[config.mk]
export PLATFORM = sky130hd
export DESIGN_NAME = iaf_out_buf
export DESIGN_NICKNAME = d
export VERILOG_FILES = /design/src/sv/iaf_pkg.sv /design/src/sv/iaf_out_buf.sv
export SDC_FILE = /design/constraint.sdc
export NUM_CORES = 1
export LEC_CHECK = 0
export BUFFER_PORTS_ARGS = -buffer_cell sky130_fd_sc_hd__buf_4
export CORE_MARGIN = 2
export CORE_UTILIZATION = 40
export DETAILED_ROUTE_END_ITERATION = 8
export MAX_ROUTING_LAYER = met4
export PLACE_DENSITY = 0.71
export SETUP_SLACK_MARGIN = 0.1
export SLEW_MARGIN = 20
export SYNTH_ARGS = -nofsm -noshare
export SYNTH_HDL_FRONTEND = slang
export SYNTH_SLANG_ARGS = --single-unit
[constraint.sdc]
create_clock -name clk -period 2.65 [get_ports clk]
set_input_delay 0.53 -clock clk [delete_from_list [all_inputs] [get_ports clk]]
set_output_delay 0.53 -clock clk [all_outputs]
set_load 0.005 [all_outputs]
[src/sv/iaf_pkg.sv]
// ----------------------------------------------------------------------------
// iaf_pkg
// Shared widths, constants and types of the integrate-and-fire accumulator.
// ----------------------------------------------------------------------------
package iaf_pkg;

  localparam int MAX_FRAME_DIM = 512;
  localparam int IDX_W         = $clog2(MAX_FRAME_DIM);
  localparam int DIM_W         = 10;
  localparam int ALPHA_W       = 16;
  localparam int HID_W         = 16;
  localparam int ACC_W         = 40;
  localparam int SHARE_W       = ALPHA_W + 1;
  localparam int PROD_W        = SHARE_W + 1 + HID_W;
  localparam int REM_W         = ALPHA_W + 1 + HID_W;

  localparam logic [SHARE_W-1:0] ONE_Q16 = SHARE_W'(1) << ALPHA_W;
  localparam logic [DIM_W-1:0]   MAX_DIM = DIM_W'(MAX_FRAME_DIM);

  // One result item as it waits in the output buffer.
  typedef struct packed {
    logic signed [ACC_W-1:0] fired_value;
    logic                    last_of_frame;
  } out_item_t;

  // Saturate a one-bit-grown sum back to the accumulator width.
  function automatic logic signed [ACC_W-1:0] sat_acc(input logic signed [ACC_W:0] v);
    logic signed [ACC_W-1:0] r;
    if (v[ACC_W] != v[ACC_W-1]) begin
      r = v[ACC_W] ? {1'b1, {(ACC_W-1){1'b0}}} : {1'b0, {(ACC_W-1){1'b1}}};
    end else begin
      r = v[ACC_W-1:0];
    end
    return r;
  endfunction

endpackage

[src/sv/iaf_out_buf.sv]
// ----------------------------------------------------------------------------
// iaf_out_buf
// Two-entry result buffer that decouples the pipeline from the output side.
// ----------------------------------------------------------------------------
module iaf_out_buf (
  input  logic                clk,
  input  logic                rst_n,
  input  logic                push,
  input  iaf_pkg::out_item_t  push_item,
  input  logic                pop,
  output logic                head_valid,
  output iaf_pkg::out_item_t  head_item,
  output logic [1:0]          count
);

  iaf_pkg::out_item_t slot_r [2];
  logic       wr_ptr_r, wr_ptr_nxt;
  logic       rd_ptr_r, rd_ptr_nxt;
  logic [1:0] count_r, count_nxt;

  always_comb begin
    wr_ptr_nxt = push ? ~wr_ptr_r : wr_ptr_r;
    rd_ptr_nxt = pop ? ~rd_ptr_r : rd_ptr_r;
    count_nxt  = count_r + 2'(push) - 2'(pop);
  end

  always_ff @(posedge clk) begin
    if (!rst_n) begin
      wr_ptr_r <= 1'b0;
      rd_ptr_r <= 1'b0;
      count_r  <= 2'd0;
    end else begin
      wr_ptr_r <= wr_ptr_nxt;
      rd_ptr_r <= rd_ptr_nxt;
      count_r  <= count_nxt;
    end
  end

  always_ff @(posedge clk) begin
    if (push) begin
      slot_r[wr_ptr_r] <= push_item;
    end
  end

  assign head_valid = (count_r != 2'd0);
  assign head_item  = slot_r[rd_ptr_r];
  assign count      = count_r;

endmodule

==> impl_metrics.csv <==
group,metric,value,unit
run,max-cap-violations,0,
global_route,grt_pass1_wl,8110,um
sta,setup_viol,0,
die,core-area,8220,um^2
die,die_w,96.0,um
worst_hold_path,hold_path.class,"input pin to flop",
detailed_routing,wirelength,5480,um
worst_setup_path,timing.rr.start,"wr_ptr_r$_SDFFE_PN0P_",
die,die_h,96.0,um
die,rows,33,
worst_setup_path,cp-start-kind,"flop",
synthesis,yosysTopAreaCellShare,72.7,%
synthesis,synth_edf_count,82,
worst_setup_path,worst_path_max_delay_cell,"buf_4",
synthesis,synth.largest_area_cell,"edfxtp_1",
sta,fin_ws,0.494,ns
finish,final_cells,356,
synthesis,syn_nets,195,
sta,hold_violations,0,
synthesis,ys_ff_latch,87,
global_route,grt_use_total,12.6,%
detailed_routing,drc,0,
status,status,"finished clean",
clock_network,clk_latency,0.34,ns
sta,fin_crit,2.16,ns
worst_setup_path,path_cells,"buf_4 -> mux2_2 -> buf_4",
worst_setup_path,path_buf_inv,2,
global_route,grt_max_degree,29,
finish,diodes,0,
clock_network,holdBufCountCts,0,
worst_setup_path,crit_path_frequent_cell,"buf_4",
sta,finClkSkew,0.00539,ns
global_route,antenna_found_initial,0,
synthesis,synth.area.top_cells,"edfxtp_1, mux2_4, dfxtp_1",
clock_network,cts-root-buf,"clkbuf_8",
detailed_routing,vias_per_cell,4.59,
worst_setup_path,slowest_delay,0.43,ns
sta,rsz0062_at_grt,"false",
synthesis,postSynth.topFlopCell,"edfxtp_1",
synthesis,ys_warn_count,0,
sta,finalCritPeriodShare,81.4,%
power,vdd.ir_drop.worst,0.000219,V
detailed_routing,drt_pass1_iterations,4,
sta,max_freq,0.464,GHz
detailed_routing,drt_iter0_drc,56,
synthesis,netlist_instances,148,
clock_network,cts.sink_count,87,
synthesis,synth_area,3390,um^2
synthesis,ys_types,14,
synthesis,synth-seq-area-share,75.7,%
place,place.port_buffers,88,
detailed_routing,antenna_left,0,
power,p_leak,1.73,nW
synthesis,syn_avg_cell_area,22.9,um^2
sta,tightest_slew,0.563,ns
synthesis,synthTopCellsByCount,"edfxtp_1, mux2_4, dfxtp_1",
place,routabilityCongestion,0.717,
detailed_routing,via_count,1634,
die,io_pins,89,
global_route,grt_pass1_vias,1643,
finish,nFillCells,655,
worst_setup_path,endpoint_kind,"output port",
clock_network,cts_resized,0,
worst_setup_path,critPathKind,"flop to output port",
sta,slew_violations,0,
clock_network,cts_tree,"yes",
finish,syn_to_final_growth,28.0,%
clock_network,cts_made_buffers,9,
worst_setup_path,path_delay_family,"buffers and inverters",
finish,fin_nets,293,
die,start_util,41.2,%
clock_network,post_cts_buffers,0,
worst_setup_path,arrival,1.63,ns
sta,fin_tns_setup,0,ns
global_route,grt-ovfl-total,0,
synthesis,async_reset_ff_share,0,%
synthesis,yosysMostFrequentCell,"edfxtp_1",
die,dieArea,9220,um^2
clock_network,h-tree-depth,3,
sta,slew_headroom,62.4,%
worst_setup_path,crit_fanout,28,
detailed_routing,wire_per_inst,15.4,um
place,dpl.hpwl,3780,um
worst_hold_path,hold_start,"push_item[5]",
worst_setup_path,cp.required,2.12,ns
place,pre_cts_ws,0.831,ns
power,power_density,663,nW/um^2
finish,drive_above_1_share,59.4,%
clock_network,path_clk_slew,0.08,ns
place,dp.cells,340,
clock_network,cts_buffer_depth,2,
## placed cells by master, fill, tap and decap left out, drive strengths merged
master / Yosys / final
clkbuf: 0 / 12
and2: 4 / 4
mux2: 41 / 41
ha: 2 / 2
or2: 1 / 1
nor2b: 3 / 3
dfxtp: 5 / 5
inv: 2 / 2
xnor3: 1 / 1
edfxtp: 82 / 82
buf: 5 / 92
o21a: 1 / 1
clkinv: 0 / 2
clkinvlp: 0 / 1
xor2: 1 / 1
bufinv: 0 / 1
## sequential cells by signal (all words and copies together), names as in the netlist, named ones only
| name | cells |
|---|---|
| wr_ptr_r | 1 |
| rd_ptr_r | 1 |
| slot_r | 82 |
| count | 2 |
## where the power goes
group / internal [mW] / switching (mW)
Sequential: 1.59 / 0.0224
Clock: 0.432 / 0.415
Combinational: 0.266 / 0.152
Total: 2.28 / 0.589
## stage by stage
step	utilization, %	area [um^2]	hold slack (ns)	power (mW)
after floorplan	-	3390	0.555	1.87
after global placement	50.5	4150	0.569	2.06
after detailed placement	50.5	4150	0.563	2.07
after CTS	52.7	4330	0.352	2.91
after global routing	52.7	4330	0.347	3.00
final	52.7	4330	0.371	2.87
## metal layers
metal	track usage (%)	part of all wire (%)	vias up	routed length, um
met4	7.62	2.1	0	113
met2	21.3	54	53	2950
met1	13.5	39	804	2160
met3	2.58	4.6	10	254
li1	-	-	767	-
met5	-	0	-	0
## logic make-up (layout without fill, tap and decap cells)
group | Yosys count | count (layout) | synth area share, %
AO/OA/AOI/OAI | 1 | 1 | 0.222
XOR/XNOR | 2 | 2 | 0.924
adder cells (fa/ha/maj) | 2 | 2 | 0.739
buffers and inverters | 7 | 110 | 2.92
flip-flops | 87 | 87 | 75.7
multiplexers | 41 | 41 | 18.1
AND/OR/NAND/NOR | 8 | 8 | 1.48
## worst paths after layout
| kind | slack, ns | endpoint | depth (start not counted) |
|---|---|---|---|
| worst min register to register | 0.57 | flop | 2 |
| worst min-delay path | 0.37 | slot_r[1][5]$_DFFE_PP_ | 1 |
| worst max register to register | 1.26 | slot_r[1][8]$_DFFE_PP_ | 2 |
| worst max-delay path | 0.49 | head_item[40] | 3 |
## layout make-up
type	count	area [um^2]	share of cell area [%]
inverters	2	7.51	0.173
repair buffers	92	716	16.5
flip-flops and latches	87	2560	59.2
clock inverters	4	46.3	1.07
multi-input cells	54	734	16.9
clock buffers	12	135	3.12
well taps	105	131	3.03
Note: power is estimated with default switching activity, not from simulation.
